**config.mk**
```make
export PLATFORM = sky130hd
export DESIGN_NAME = wavetable_voice_mixer_unit
export DESIGN_NICKNAME = d
export VERILOG_FILES = /design/src/design/wvm_pkg.sv /design/src/design/wavetable_voice_mixer_unit.sv /design/src/design/wvm_table.sv /design/src/design/wvm_scale.sv
export SDC_FILE = /design/constraint.sdc
export NUM_CORES = 1
export LEC_CHECK = 0
export BUFFER_PORTS_ARGS = -buffer_cell sky130_fd_sc_hd__buf_4
export CAP_MARGIN = 10
export CELL_PAD_IN_SITES_DETAIL_PLACEMENT = 1
export CELL_PAD_IN_SITES_GLOBAL_PLACEMENT = 1
export CORE_UTILIZATION = 35
export DETAILED_ROUTE_END_ITERATION = 7
export PLACE_DENSITY_LB_ADDON = 0.1
export SYNTH_ARGS = -nofsm -noshare
export SYNTH_HDL_FRONTEND = slang
export SYNTH_SLANG_ARGS = --single-unit
```
**constraint.sdc**
```tcl
create_clock -name clk -period 5.8 [get_ports clk]
set_input_delay 0.29 -clock clk [delete_from_list [all_inputs] [get_ports clk]]
set_output_delay 0.29 -clock clk [all_outputs]
set_load 0.01 [all_outputs]
```
**src/design/wvm_pkg.sv**
```systemverilog
// Package for the wavetable voice mixer: widths, table geometry, register
// and request codes, and the struct that carries table requests.
// Self-contained; used by every module of the block.
package wvm_pkg;

    localparam int TABLE_DEPTH = 32;  // must be a power of two
    localparam int TBL_AW      = $clog2(TABLE_DEPTH);

    localparam int PHASE_W    = 32;
    localparam int VOL_W      = 4;
    localparam int SAMPLE_W   = 8;
    localparam int IDX_W      = 5;
    localparam int CFG_DATA_W = 32;
    localparam int PHASE_LSB  = 16;
    localparam int PROD_W     = SAMPLE_W + VOL_W;

    localparam logic [PHASE_W-1:0] PHASE_STEP_RST = 32'h0010_0000;
    localparam logic [VOL_W-1:0]   VOLUME_RST     = 4'd12;

    typedef enum logic [0:0] {
        CFG_PHASE_STEP = 1'b0,
        CFG_VOLUME     = 1'b1
    } cfg_reg_t;

    typedef enum logic [0:0] {
        REQ_TICK  = 1'b0,
        REQ_WRITE = 1'b1
    } req_kind_t;

    typedef struct packed {
        logic                wr_en;
        logic [TBL_AW-1:0]   wr_addr;
        logic [SAMPLE_W-1:0] wr_data;
        logic                rd_en;
        logic [TBL_AW-1:0]   rd_addr;
    } tbl_req_t;

endpackage

```
**src/design/wavetable_voice_mixer_unit.sv**
```systemverilog
// Top level of the wavetable voice mixer: configuration registers, phase
// accumulator, request handshake and the table and output stages.
// Depends on wvm_pkg, wvm_table and wvm_scale.
//
// One voice of a 32-entry wavetable oscillator. The block takes one request
// per clock cycle while req_stall is low: a write request stores a byte in
// the table and returns nothing, a tick request advances the 32-bit phase
// and returns one sample through the table's registered read port and then
// the output register. The table reads as all zero after reset without any
// clearing pass. Requests are stalled only while a tick waits in the read
// stage and the output register holds a result that is not taken. The user
// is to write configuration through cfg_we only while the block is idle; the
// block does not enforce this. phase_step is index 0 and volume is index 1.
module wavetable_voice_mixer_unit (
    input  logic                                clk,
    input  logic                                rst_n,
    input  logic                                cfg_we,
    input  logic [0:0]                          cfg_index,
    input  logic [wvm_pkg::CFG_DATA_W-1:0]      cfg_data,
    input  logic                                req_valid,
    output logic                                req_stall,
    input  logic [0:0]                          req_type,
    input  logic [wvm_pkg::IDX_W-1:0]           table_index,
    input  logic [wvm_pkg::SAMPLE_W-1:0]        table_value,
    output logic                                sample_valid,
    input  logic                                sample_stall,
    output logic [wvm_pkg::SAMPLE_W-1:0]        sample_out
);

    logic [wvm_pkg::PHASE_W-1:0]  phase_step_reg;
    logic [wvm_pkg::VOL_W-1:0]    volume_reg;
    logic [wvm_pkg::PHASE_W-1:0]  phase_acc_reg;
    logic [wvm_pkg::PHASE_W-1:0]  phase_acc_next;
    logic                         s1_valid_reg;
    logic                         s1_valid_next;
    logic                         out_load;
    logic                         req_accept;
    logic                         tick_accept;
    logic                         write_accept;
    logic                         index_in_range;
    logic [wvm_pkg::SAMPLE_W-1:0] rd_data;
    wvm_pkg::tbl_req_t            tbl_req;

    // Configuration write port.
    always_ff @(posedge clk or negedge rst_n)
    begin
        if (!rst_n)
        begin
            phase_step_reg <= wvm_pkg::PHASE_STEP_RST;
            volume_reg     <= wvm_pkg::VOLUME_RST;
        end
        else if (cfg_we)
        begin
            unique case (wvm_pkg::cfg_reg_t'(cfg_index))
                wvm_pkg::CFG_PHASE_STEP: phase_step_reg <= cfg_data;
                wvm_pkg::CFG_VOLUME:     volume_reg <= cfg_data[wvm_pkg::VOL_W-1:0];
                default:                 ;
            endcase
        end
    end

    // The output register can load when it is empty or its result is taken.
    assign out_load     = ~sample_valid | ~sample_stall;
    assign req_stall    = s1_valid_reg & ~out_load;
    assign req_accept   = req_valid & ~req_stall;
    assign tick_accept  = req_accept & (req_type == wvm_pkg::REQ_TICK);
    assign write_accept = req_accept & (req_type == wvm_pkg::REQ_WRITE);

    assign index_in_range = 32'(table_index) < wvm_pkg::TABLE_DEPTH;
    assign phase_acc_next = phase_acc_reg + phase_step_reg;
    assign s1_valid_next  = tick_accept | (s1_valid_reg & ~out_load);

    always_comb
    begin
        tbl_req.wr_en   = write_accept & index_in_range;
        tbl_req.wr_addr = wvm_pkg::TBL_AW'(table_index);
        tbl_req.wr_data = table_value;
        tbl_req.rd_en   = tick_accept;
        tbl_req.rd_addr = phase_acc_next[wvm_pkg::PHASE_LSB +: wvm_pkg::TBL_AW];
    end

    always_ff @(posedge clk or negedge rst_n)
    begin
        if (!rst_n)
        begin
            phase_acc_reg <= '0;
            s1_valid_reg  <= 1'b0;
        end
        else
        begin
            if (tick_accept)
            begin
                phase_acc_reg <= phase_acc_next;
            end
            s1_valid_reg <= s1_valid_next;
        end
    end

    wvm_table u_table (
        .clk     (clk),
        .rst_n   (rst_n),
        .req     (tbl_req),
        .rd_data (rd_data)
    );

    wvm_scale u_scale (
        .clk         (clk),
        .rst_n       (rst_n),
        .take        (s1_valid_reg & out_load),
        .sample_byte (rd_data),
        .volume      (volume_reg),
        .out_stall   (sample_stall),
        .out_valid   (sample_valid),
        .out_sample  (sample_out)
    );

    // An accepted tick always reaches the read stage.
    a_tick_enters_s1: assert property (@(posedge clk) disable iff (!rst_n)
        tick_accept |=> s1_valid_reg)
        else $error("accepted tick did not enter the read stage");

    // A tick held in the read stage is not dropped while the output is blocked.
    a_s1_holds: assert property (@(posedge clk) disable iff (!rst_n)
        (s1_valid_reg && !out_load) |=> s1_valid_reg)
        else $error("tick lost from the read stage");

    // The phase moves exactly by the step on every tick.
    a_phase_step: assert property (@(posedge clk) disable iff (!rst_n)
        tick_accept |=> (phase_acc_reg == $past(phase_acc_next)))
        else $error("phase accumulator did not advance by the step");

    // A result leaves the read stage only into an output register that can take it.
    a_out_fill: assert property (@(posedge clk) disable iff (!rst_n)
        (s1_valid_reg && out_load) |=> sample_valid)
        else $error("result from the read stage was not registered");

endmodule

```
**src/design/wvm_table.sv**
```systemverilog
// Wave table storage: a synchronous memory with a registered read port and
// one valid bit per entry so that unwritten entries read as zero.
// Depends on wvm_pkg.
module wvm_table (
    input  logic                             clk,
    input  logic                             rst_n,
    input  wvm_pkg::tbl_req_t                req,
    output logic [wvm_pkg::SAMPLE_W-1:0]     rd_data
);

    logic [wvm_pkg::SAMPLE_W-1:0]    mem [wvm_pkg::TABLE_DEPTH];
    logic [wvm_pkg::TABLE_DEPTH-1:0] valid_reg;
    logic [wvm_pkg::SAMPLE_W-1:0]    rd_data_reg;
    logic                            rd_hit_reg;

    always_ff @(posedge clk)
    begin
        if (req.wr_en)
        begin
            mem[req.wr_addr] <= req.wr_data;
        end
        if (req.rd_en)
        begin
            rd_data_reg <= mem[req.rd_addr];
        end
    end

    always_ff @(posedge clk or negedge rst_n)
    begin
        if (!rst_n)
        begin
            valid_reg  <= '0;
            rd_hit_reg <= 1'b0;
        end
        else
        begin
            if (req.wr_en)
            begin
                valid_reg[req.wr_addr] <= 1'b1;
            end
            if (req.rd_en)
            begin
                rd_hit_reg <= valid_reg[req.rd_addr];
            end
        end
    end

    // An entry never written since reset reads as zero through its cleared valid bit.
    assign rd_data = rd_hit_reg ? rd_data_reg : '0;

endmodule

```
**src/design/wvm_scale.sv**
```systemverilog
// Output stage: scales the signed table byte by the volume, saturates,
// offsets to unsigned and holds the result in the output register.
// Depends on wvm_pkg.
module wvm_scale (
    input  logic                             clk,
    input  logic                             rst_n,
    input  logic                             take,
    input  logic [wvm_pkg::SAMPLE_W-1:0]     sample_byte,
    input  logic [wvm_pkg::VOL_W-1:0]        volume,
    input  logic                             out_stall,
    output logic                             out_valid,
    output logic [wvm_pkg::SAMPLE_W-1:0]     out_sample
);

    logic                           neg;
    logic [wvm_pkg::SAMPLE_W-1:0]   mag;
    logic [wvm_pkg::PROD_W-1:0]     prod;
    logic [wvm_pkg::SAMPLE_W:0]     scaled;
    logic [wvm_pkg::SAMPLE_W-1:0]   sample_next;
    logic [wvm_pkg::SAMPLE_W-1:0]   sample_reg;
    logic                           valid_next;
    logic                           valid_reg;

    always_comb
    begin
        neg = sample_byte[wvm_pkg::SAMPLE_W-1];
        // The byte 0x80 negates to itself, which is the magnitude 128.
        mag = neg ? ((~sample_byte) + 8'd1) : sample_byte;
        prod = wvm_pkg::PROD_W'(mag) * wvm_pkg::PROD_W'(volume);
        scaled = {1'b0, prod[wvm_pkg::PROD_W-1:wvm_pkg::VOL_W]};
        if (neg)
        begin
            sample_next = (scaled > 9'd128) ? 8'd0 : 8'(9'd128 - scaled);
        end
        else
        begin
            sample_next = (scaled > 9'd127) ? 8'd255 : 8'(9'd128 + scaled);
        end
    end

    assign valid_next = take | (valid_reg & out_stall);

    always_ff @(posedge clk)
    begin
        if (take)
        begin
            sample_reg <= sample_next;
        end
    end

    always_ff @(posedge clk or negedge rst_n)
    begin
        if (!rst_n)
        begin
            valid_reg <= 1'b0;
        end
        else
        begin
            valid_reg <= valid_next;
        end
    end

    assign out_valid  = valid_reg;
    assign out_sample = sample_reg;

endmodule

```
---- Word level (Yosys, flattened, before mapping) ----
Memories as Yosys holds them, arrays and structs flattened. A register that Yosys moved wholly into a read port is not among the register bits.
Index checks and enable logic that the tools add are counted.
storage, ports and cells
  output and inout port bits .............. 10
  RAM bits ................................ 256
  ROM bits ................................ 0
  latch bits .............................. 0
  logic and storage cells ................. 50
  memories kept ........................... 1
  register bits after elaboration ......... 111
memory list
  name         words  width  read ports  clocked after memory_dff  wr ports  line             source
  u_table.mem  32     8      1           1                         1         wvm_table.sv:11  logic [wvm_pkg::SAMPLE_W-1:0] mem [wvm_pkg::TABLE_DEPTH];
cells by class
  shift-type cells ........................ 0
  eq/ne operators ......................... 0
  $mul .................................... 1
  multiplexer cells ....................... 11
  bitwise logic cells ..................... 17
  divide/modulo/power cells ............... 0
  add/subtract/negate cells ............... 4
  magnitude comparators ................... 5
  reduce and logical (&&, ||, !) cells .... 3
operators with widths
  cell                                                                                 count
  8-bit two-way mux                                                                    5
  32-bit adder                                                                         1
  32-bit bitwise OR                                                                    1
  5-bit by 6-bit < comparator with 1-bit output, second input constant                 2
  8-bit by 4-bit multiplier with 12-bit output                                         1
  8-bit by 1-bit adder with 8-bit output, second input constant                        1
  8-bit adder, first input constant                                                    1
  8-bit by 7-bit > comparator with 1-bit output, second input constant                 1
  8-bit > comparator, second input constant                                            1
  8-bit NOT                                                                            1
  8-bit subtractor, first input constant                                               1
  1-bit bitwise AND                                                                    6
  1-bit NOT                                                                            6
  1-bit binary-select mux with 5-bit select                                            1
  1-bit demux with 5-bit select                                                        1
  5-bit by 1-bit greater-or-equal comparator with 1-bit output, second input constant  1
  1-bit two-way mux                                                                    4
  2-bit AND reduction                                                                  2
  1-bit bitwise OR                                                                     3
  1-bit logical AND                                                                    1

---- Longest topological paths before layout ----
Gate-level depths: netlist (run 1).
  depth after elaboration ................. 9
  gate-level depth with buffers ........... 21
  depth with buffers taken out ............ 20

---- Cells and area by module ----
A second synthesis (run 1) with hierarchy kept.
unflattened totals
  cells, all modules ...................... 1020
  area, all modules ....................... 16201.8 um^2
by module, submodules not included
  module                      cells each  area each (um^2)  times used
  wvm_table                   533         11524.8           1
  wavetable_voice_mixer_unit  283         2894.0            1
  wvm_scale                   204         1783.0            1

---- Worst setup path before layout (run 1) ----
Ideal clock, no wire load.
  path type ............................... reg-to-reg
  start point ............................. reg u_table.rd_data_reg[2] (netlist bit) (read register of u_table.mem)
  end point ............................... reg u_scale.sample_reg, in the netlist u_scale.out_sample[1], data pin
  arrival time ............................ 4460 ps
  stages on the path, launching flop included .. 21
  clock period less this slack ............ 4734 ps
  slack ................................... 1066 ps
  data required time ...................... 5526 ps
  cell sequence ........................... edfxtp_1 > or4_1 > o21ai_0 > nand2b_1 > nand2_1 > xnor2_1 > and3_1 > fa_1 > inv_1 > fa_1 > inv_1 > ha_1 > a21oi_1 > o31ai_1 > a21oi_1 > nor2_1 > a211oi_1 > xnor2_1 > o21ai_0 > a21oi_1 > a31oi_1
between the ends
  cells in the longest elaborated chain, start to end .. 8
  elaborated cells between the ends (all ways) .. 12
  those cells by class .................... 3 x add/sub; 1 x mul; 2 x order compare; 5 x mux; 1 x bitwise
ends and longest elaborated chain
  what                                            line                              source
  start: declaration                              wvm_table.sv:13                   logic [wvm_pkg::SAMPLE_W-1:0] rd_data_reg;
  8-bit two-way mux *                             wvm_table.sv:49                   assign rd_data = rd_hit_reg ? rd_data_reg : '0;
  8-bit NOT                                       wvm_scale.sv:28                   mag = neg ? ((~sample_byte) + 8'd1) : sample_byte;
  8-bit by 1-bit adder with 8-bit output          wvm_scale.sv:28
  8-bit two-way mux *                             wvm_scale.sv:28
  8-bit by 4-bit multiplier with 12-bit output *  wvm_scale.sv:29                   prod = wvm_pkg::PROD_W'(mag) * wvm_pkg::PROD_W'(volume);
  8-bit adder, or another cell as far along       wvm_scale.sv:37                   sample_next = (scaled > 9'd127) ? 8'd255 : 8'(9'd128 + scaled);
  8-bit two-way mux, on equally long branches     wvm_scale.sv:37, wvm_scale.sv:33
  8-bit two-way mux *                             wvm_scale.sv:31                   if (neg)
  net u_scale.sample_next, one bit                wvm_scale.sv:19                   logic [wvm_pkg::SAMPLE_W-1:0] sample_next;
  end signal: assignment                          wvm_scale.sv:47                   sample_reg <= sample_next;
  end: declaration                                wvm_scale.sv:20                   logic [wvm_pkg::SAMPLE_W-1:0] sample_reg;
Mark *: on every way through the listed nets, which the timed path passes. The rest lies on a longest branch.
A chain may end at the register's enable or synchronous reset.

---- Final worst setup path (run 1) ----
Ends and elaborated chain as after synthesis.

==> results.toml, run 1 <==
[pwr]
p_sw_share_pct = 36.93
clock_power_share_pct = 23.7
power.sequential.fraction_pct = 28.4
worst_ir_drop_vdd_v = 0.0005933
p_int_mw = 7.011
p_per_area_nw_per_um2 = 592.7
power_frac_comb_pct = 47.9
power.switching_mw = 4.106
p_leak_nw = 7.028

[placed_design]
dp_hpwl_um = 24210
global_placer_s_final_weighted_congestion = 0.7237
io_buffers = 50
detailed_place.area_sq_um = 17150

[setup_path]
setup.reg_to_reg.worst_slack_ns = 0.57
max_stage_delay_ns = 0.56
crit_arrival_ns = 5.52
launch_point_of_the_worst_path = "u_table.rd_data_reg[2]"
worstPathMaxFanout = 5
r2r_start = "u_table.rd_data_reg[2]"
crit_chain = "or4_1 > o21ai_0 > nand2b_1 > nand2_1 > xnor2_1 > and3_1 > fa_1 > inv_1 > fa_1 > inv_1 > ha_1 > nand2_1 > o31ai_1 > a21oi_1 > nor2b_1 > nor2_1 > xnor2_1 > o21ai_0 > a21oi_1 > a31oi_1"
critical_path_required_ns = 6.10
cp.buffers_inverters = 2
critical-path-top-delay-family = "adder cells"
timing_worst_setup_path_type = "reg -> reg"
reg2regPathDepth = 20
worstSetupStartpointType = "flip-flop"
worst_setup_path_end_kind = "flip-flop"
rr_endpoint = "u_scale.out_sample[1]"
critical-path-slowest-cell = "or4_1"

[yosys]
syn-mean-instance-area_sq_um = 15.34
syn_nets = 1145
synth_xor_xnor_area_share_pct = 1.483
netlist.area_leader.share_pct = 50.94
synth_top_family_by_area = "multiplexers"
synth_largest_area_cell = "edfxtp_1"
synth_compound_area_share_pct = 5.806
synth.top_cells.by_area = "edfxtp_1 51%, dfrtp_1 12%, mux4_2 9.1%, mux2i_1 3.2%, ha_1 2.8%"
post_synth_arst_share_pct = 22.95
yosys.area_share.adder_pct = 4.308
synth_mux_area_share_pct = 14.84
netlist-cell-type-count = 73
synth_seq_cells = 353
synth_simple_gate_area_share_pct = 7.937
yosys_most_used_dff = "edfxtp_1"
yosysWarningCount = 0
syn_area_sq_um = 16030
synthCells = 1045
synth_enable_flop_cells = 272
sequential_share_of_the_synthesized_area_pct = 63.61

[timing]
fin_setup_tns_ns = 0
setup_viol_count_final = 0
tightestPinTransition_ns = 1.187
max_freq_mhz = 191.3
worst_slew_margin_rel_pct = 20.68
final_hold_viol_count = 0
timing.clock.skew_ns = 0.008214
rsz_0062_raised_after_global_routing = "no"
final.min_clock_period_ns = 5.228
layout_worst_path_cycle_share_pct = 90.14
slew_violations = 0

[cts]
cts_buffers = 40
tritoncts_clock_tree = "yes"
clock-root-buffer = "clkbuf_16"
clk_path_buf_depth = 3
clkSlewWorstSetupHoldPaths_ns = 0.06
clk-insertion-delay-late_ns = 0.57
htree_levels = 2
cts.sink_count = 353

[route]
drtAntennaViolNets = 0
num_vias = 8921
detailedRoute.firstPassIterationCount = 4
drt_iter0_markers = 458
vias_per_cell = 5.052
detail_route.drc_violations = 0
detail_route.wirelength_um = 38130
drt-wirelength-per-cell_um = 21.59

[grt]
grt_overflow_total = 0
grt_start_max_net_pins = 49
number_of_antenna_violations_at_the_first_check_in_global_routing = 0
grt_first_pass_wirelength_um = 59310
globalRouteTotalUtil_pct = 17.01
via_count_of_the_first_global_routing_pass = 9737

[die]
start_util_pct = 35.41
die-width_um = 216.0
boundaryPins = 62
placeableCoreArea_sq_um = 45280
die_h_um = 216.0
fp.dieArea_sq_um = 46670
rows = 78

[layout]
layout.cells.most_common = "edfxtp_1"
nFillCells = 4534
post_route_cells_drive_above_1_share_pct = 23.50
flow.area_growth_from_synthesis_pct = 16.98
largest_register_ffs = 256
multi_input_area_sq_um = 5552
final_nets = 1234
register_area_sq_um = 10200
final_cell_area_sq_um = 18760
antennaDiodeCount = 0
postLayoutCoreUtil_pct = 41.42
commonest_cells_after_routing_fill_and_taps_aside = "272 x edfxtp_1, 78 x dfrtp_1, 65 x mux4_2, 64 x nand2_1, 64 x nor2_1"

[hold_path]
timing.hold.worst_path_depth = 1
timing.hold.worst_endpoint = "u_table.mem[9][1]"
hp-start = "table_value[1]"
holdCritPathClass = "in -> reg"

[outcome]
status = "complete, no violations"

[job]
max_cap_violations = 0
==> layout make-up <==
cell class,count,share of cell area [%]
repair buffers,87,4.123
clock buffers,49,5.630
inverters,34,0.6805
clock inverters,25,1.588
flip-flops and latches,353,54.38
multi-input cells,618,29.60
well taps,600,4.003
==> synthesized netlist by cell type (3+ instances only) <==
library cell  count
a211oi_1          9
nand3b_1          5
o211ai_1          5
clkbuf_1         19
xnor2_1          14
and3_1           24
a31oi_1           7
nor2_1           64
buf_2            16
xor2_1           10
mux2_2           34
nand4_1           4
buf_6             3
nor3_1            7
dfrtp_1          78
o31ai_1           8
or3_1             3
dfstp_2           3
nand2_1          64
mux4_2           65
fa_1             12
and2_1           12
edfxtp_1        272
or4_1             3
nand3_1          19
a21o_1            7
ha_1             36
inv_1            33
a21oi_1          28
o21a_1            4
a21boi_0          3
or2_2            34
nand2b_1          6
o21ai_0          35
mux2i_1          52
==> metal layers <==
metal,up-vias,global-route usage [%],share of wire [%],routed length [um]
li1,4184,-,-,-
met1,4578,23.20,47,17770
met2,111,28.24,48,18460
met3,48,2.579,3.3,1248
met4,0,4.671,1.7,648
met5,-,0,0,0
==> cell families (layout without fill, tap and decap cells) <==
family                   after synthesis  after routing
multiplexers                         152            152
AND/OR/NAND/NOR                      255            255
AO/OA/AOI/OAI                        138            138
buffers and inverters                 74            195
flip-flops                           353            353
adder cells (fa/ha/maj)               48             48
XOR/XNOR                              25             25
==> how the worst max path moves through the flow <==
stage | to | cells past startpoint
5_1_grt | u_scale.out_sample[1] | 20
3_5_place_dp | u_scale.out_sample[1] | 20
3_3_place_gp | u_scale.out_sample[1] | 20
2_1_floorplan | u_scale.out_sample[1] | 20
6_report | u_scale.out_sample[1] | 20
4_1_cts | u_scale.out_sample[1] | 20
==> what timing repair did <==
item,4_1_cts,5_1_grt
setup buffers,0,0
gates resized for setup,0,3
hold endpoints to repair,59,0
hold buffers,23,0
endpoints found under the setup margin,0,3
==> through the flow <==
stage / hold WS, ns / instances / worst slack (ns) / power [mW]
2_1_floorplan: -0.005591 / 1045 / 1.066 / 7.036
3_3_place_gp: 0.3031 / 1669 / 0.5273 / 8.621
3_5_place_dp: 0.3029 / 1669 / 0.4158 / 8.647
4_1_cts: 0.1366 / 1766 / 0.3861 / 11.34
5_1_grt: 0.1527 / 1766 / 0.01893 / 11.83
6_report: 0.1514 / 1766 / 0.5718 / 11.12
==> power by group through the flow <==
stage	Combinational, mW	Clock [mW]	Sequential, mW
finish	5.33	2.64	3.16
global route	5.85	2.79	3.19
CTS	5.48	2.70	3.16
detailed placement	5.44	0	3.21
global placement	5.42	0	3.20
floorplan	3.88	0	3.16
Note: power is estimated with default switching activity, not from simulation.
==> run 2, diff against run 1 <==
==> constraint.sdc (replaced) <==
create_clock -name clk -period 5.8 [get_ports clk]
set_input_delay 0.87 -clock clk [delete_from_list [all_inputs] [get_ports clk]]
set_output_delay 0.87 -clock clk [all_outputs]
set_load 0.01 [all_outputs]
==> run 2 against run 1 <==
  * Clock-buffer cell count grew 19
  * Non-clock buffer count shrank 23
  * First-iteration DRC count shrank 4.6%
  * Combinational power is essentially flat
  * Global-route usage is essentially flat
  * Clock skew grew 0.0020 ns
  * Worst hold slack gained 0.12 ns
==> results.toml, run 2 (synthesis results as in run 1) <==
[route]
detail_route.wirelength_um = 38230
detail_route.drc_violations = 0
num_vias = 8865
drtAntennaViolNets = 0
drt_iter0_markers = 437
vias_per_cell = 5.083
detailedRoute.firstPassIterationCount = 4
drt-wirelength-per-cell_um = 21.92

[layout]
largest_register_ffs = 256
post_route_cells_drive_above_1_share_pct = 23.60
nFillCells = 4564
layout.cells.most_common = "edfxtp_1"
register_area_sq_um = 10200
final_cell_area_sq_um = 18480
commonest_cells_after_routing_fill_and_taps_aside = "272 x edfxtp_1, 78 x dfrtp_1, 65 x mux4_2, 64 x nand2_1, 64 x nor2_1"
antennaDiodeCount = 0
final_nets = 1212
flow.area_growth_from_synthesis_pct = 15.24
multi_input_area_sq_um = 5544

[setup_path]
crit_arrival_ns = 5.63
worstPathMaxFanout = 8
timing_worst_setup_path_type = "reg -> reg"
critical_path_required_ns = 6.12
worst_setup_path_end_kind = "flip-flop"
worstSetupStartpointType = "flip-flop"

[die]
die_h_um = 216.0
rows = 78
die-width_um = 216.0
start_util_pct = 35.41
fp.dieArea_sq_um = 46670
boundaryPins = 62
placeableCoreArea_sq_um = 45280

[job]
max_cap_violations = 0

[timing]
final.min_clock_period_ns = 5.313
fin_ws_ns = 0.4873
setup_viol_count_final = 0
layout_worst_path_cycle_share_pct = 91.60
worst_slew_margin_rel_pct = 21.03
rsz_0062_raised_after_global_routing = "no"
timing.hold.ws_ns = 0.2690
max_freq_mhz = 188.2
timing.clock.skew_ns = 0.01018
slew_violations = 0
final_hold_viol_count = 0
tightestPinTransition_ns = 1.182
fin_setup_tns_ns = 0

[placed_design]
preCtsSetupSlack_ns = 0.3780
global_placer_s_final_weighted_congestion = 0.7323
io_buffers = 50
dp_hpwl_um = 24190
detailed_place.area_sq_um = 17150

[grt]
grt_first_pass_wirelength_um = 59000
grt_start_max_net_pins = 49
grt_overflow_total = 0
number_of_antenna_violations_at_the_first_check_in_global_routing = 0
globalRouteTotalUtil_pct = 16.99
via_count_of_the_first_global_routing_pass = 9538

[cts]
tritoncts_clock_tree = "yes"
htree_levels = 2
clk_path_buf_depth = 3
cts.sink_count = 353
postCtsResizedCells = 0
clkSlewWorstSetupHoldPaths_ns = 0.06
clk-insertion-delay-late_ns = 0.57
cts_buffers = 41
cts_post_setup_buffers_inserted = 0
clock-root-buffer = "clkbuf_16"
cts_hold_repair.buffers = 0

[pwr]
power_frac_comb_pct = 48.4
power.sequential.fraction_pct = 28.6
clock_power_share_pct = 22.9
worst_ir_drop_vdd_v = 0.0003470
p_sw_share_pct = 37.17
power.switching_mw = 4.100
p_int_mw = 6.930
p_per_area_nw_per_um2 = 596.9
p_leak_nw = 6.905
fin_total_pwr_mw = 11.03

[hold_path]
holdCritPathClass = "in -> async"

[outcome]
status = "complete, no violations"
run 2: changes by cell type in the layout (fill, tap and decap cells not counted), sizes merged:
| cell | before | now |
|---|---|---|
| bufinv | 6 | 1 |
| inv | 35 | 34 |
| clkinv | 17 | 6 |
| dlygate4sd3 | 23 | 0 |
| clkbuf | 49 | 68 |
| clkinvlp | 1 | 0 |
run 2: per-stage QoR:
stage / utilization [%] / cells
global placement: 37.88 / 1669
finish: 40.80 / 1744
detailed placement: 37.88 / 1669
global route: 40.80 / 1744
floorplan: - / 1045
CTS: 40.77 / 1744
run 2: worst max-delay path, stage by stage, from the launching register on:
cell and delay, ns:
edfxtp_1 0.50, or4_1 0.49, o21ai_0 0.18, nand2b_1 0.09
nand2_1 0.08, xnor2_1 0.13, and3_1 0.22, fa_1 0.48
inv_1 0.06, fa_1 0.52, inv_1 0.04, ha_1 0.36
a21oi_1 0.16, o31ai_1 0.13, a21oi_1 0.33, nor2_1 0.11
a211oi_2 0.33, xor2_1 0.42, nand2_1 0.19, a21oi_1 0.18
nor2_1 0.06
run 2: metal layers:
| metal | up-vias | track usage [%] | wire (um) |
|---|---|---|---|
| li1 | 4148 | - | - |
| met1 | 4550 | 23.32 | 17900 |
| met2 | 116 | 27.61 | 18040 |
| met3 | 51 | 2.763 | 1464 |
| met4 | 0 | 5.235 | 828 |
| met5 | - | 0 | 0 |
run 2: power by group through the flow:
stage,combinational [mW],sequential (mW),clock [mW]
detailed placement,5.46,3.21,0
finish,5.34,3.16,2.53
global placement,5.43,3.20,0
floorplan,3.88,3.16,0
global route,5.88,3.19,2.69
CTS,5.49,3.16,2.61
run 2: area by class of cell:
cell class                      instances  share of cell area [%]
Inverter                               34                  0.6907
Sequential cell                       353                   55.20
Timing Repair Buffer                   64                   2.939
Multi-Input combinational cell        618                   30.01
Clock inverter                          7                  0.4537
Tap cell                              600                   4.063
Clock buffer                           68                   6.650
run 2: worst paths after layout:
path,slack [ns],startpoint,to,depth (start not counted)
worst min-delay path,0.27,rst_n,phase_step_reg[8],1
worst max register to register,0.49,u_table.rd_data_reg[0],u_scale.out_sample[6],20
max in group asynchronous,4.46,rst_n,phase_acc_reg[7],2
worst max-delay path,0.49,u_table.rd_data_reg[0],u_scale.out_sample[6],20
worst min register to register,0.46,u_table.valid_reg[15],u_table.valid_reg[15],1
min in group clk,0.46,u_table.valid_reg[15],u_table.valid_reg[15],1
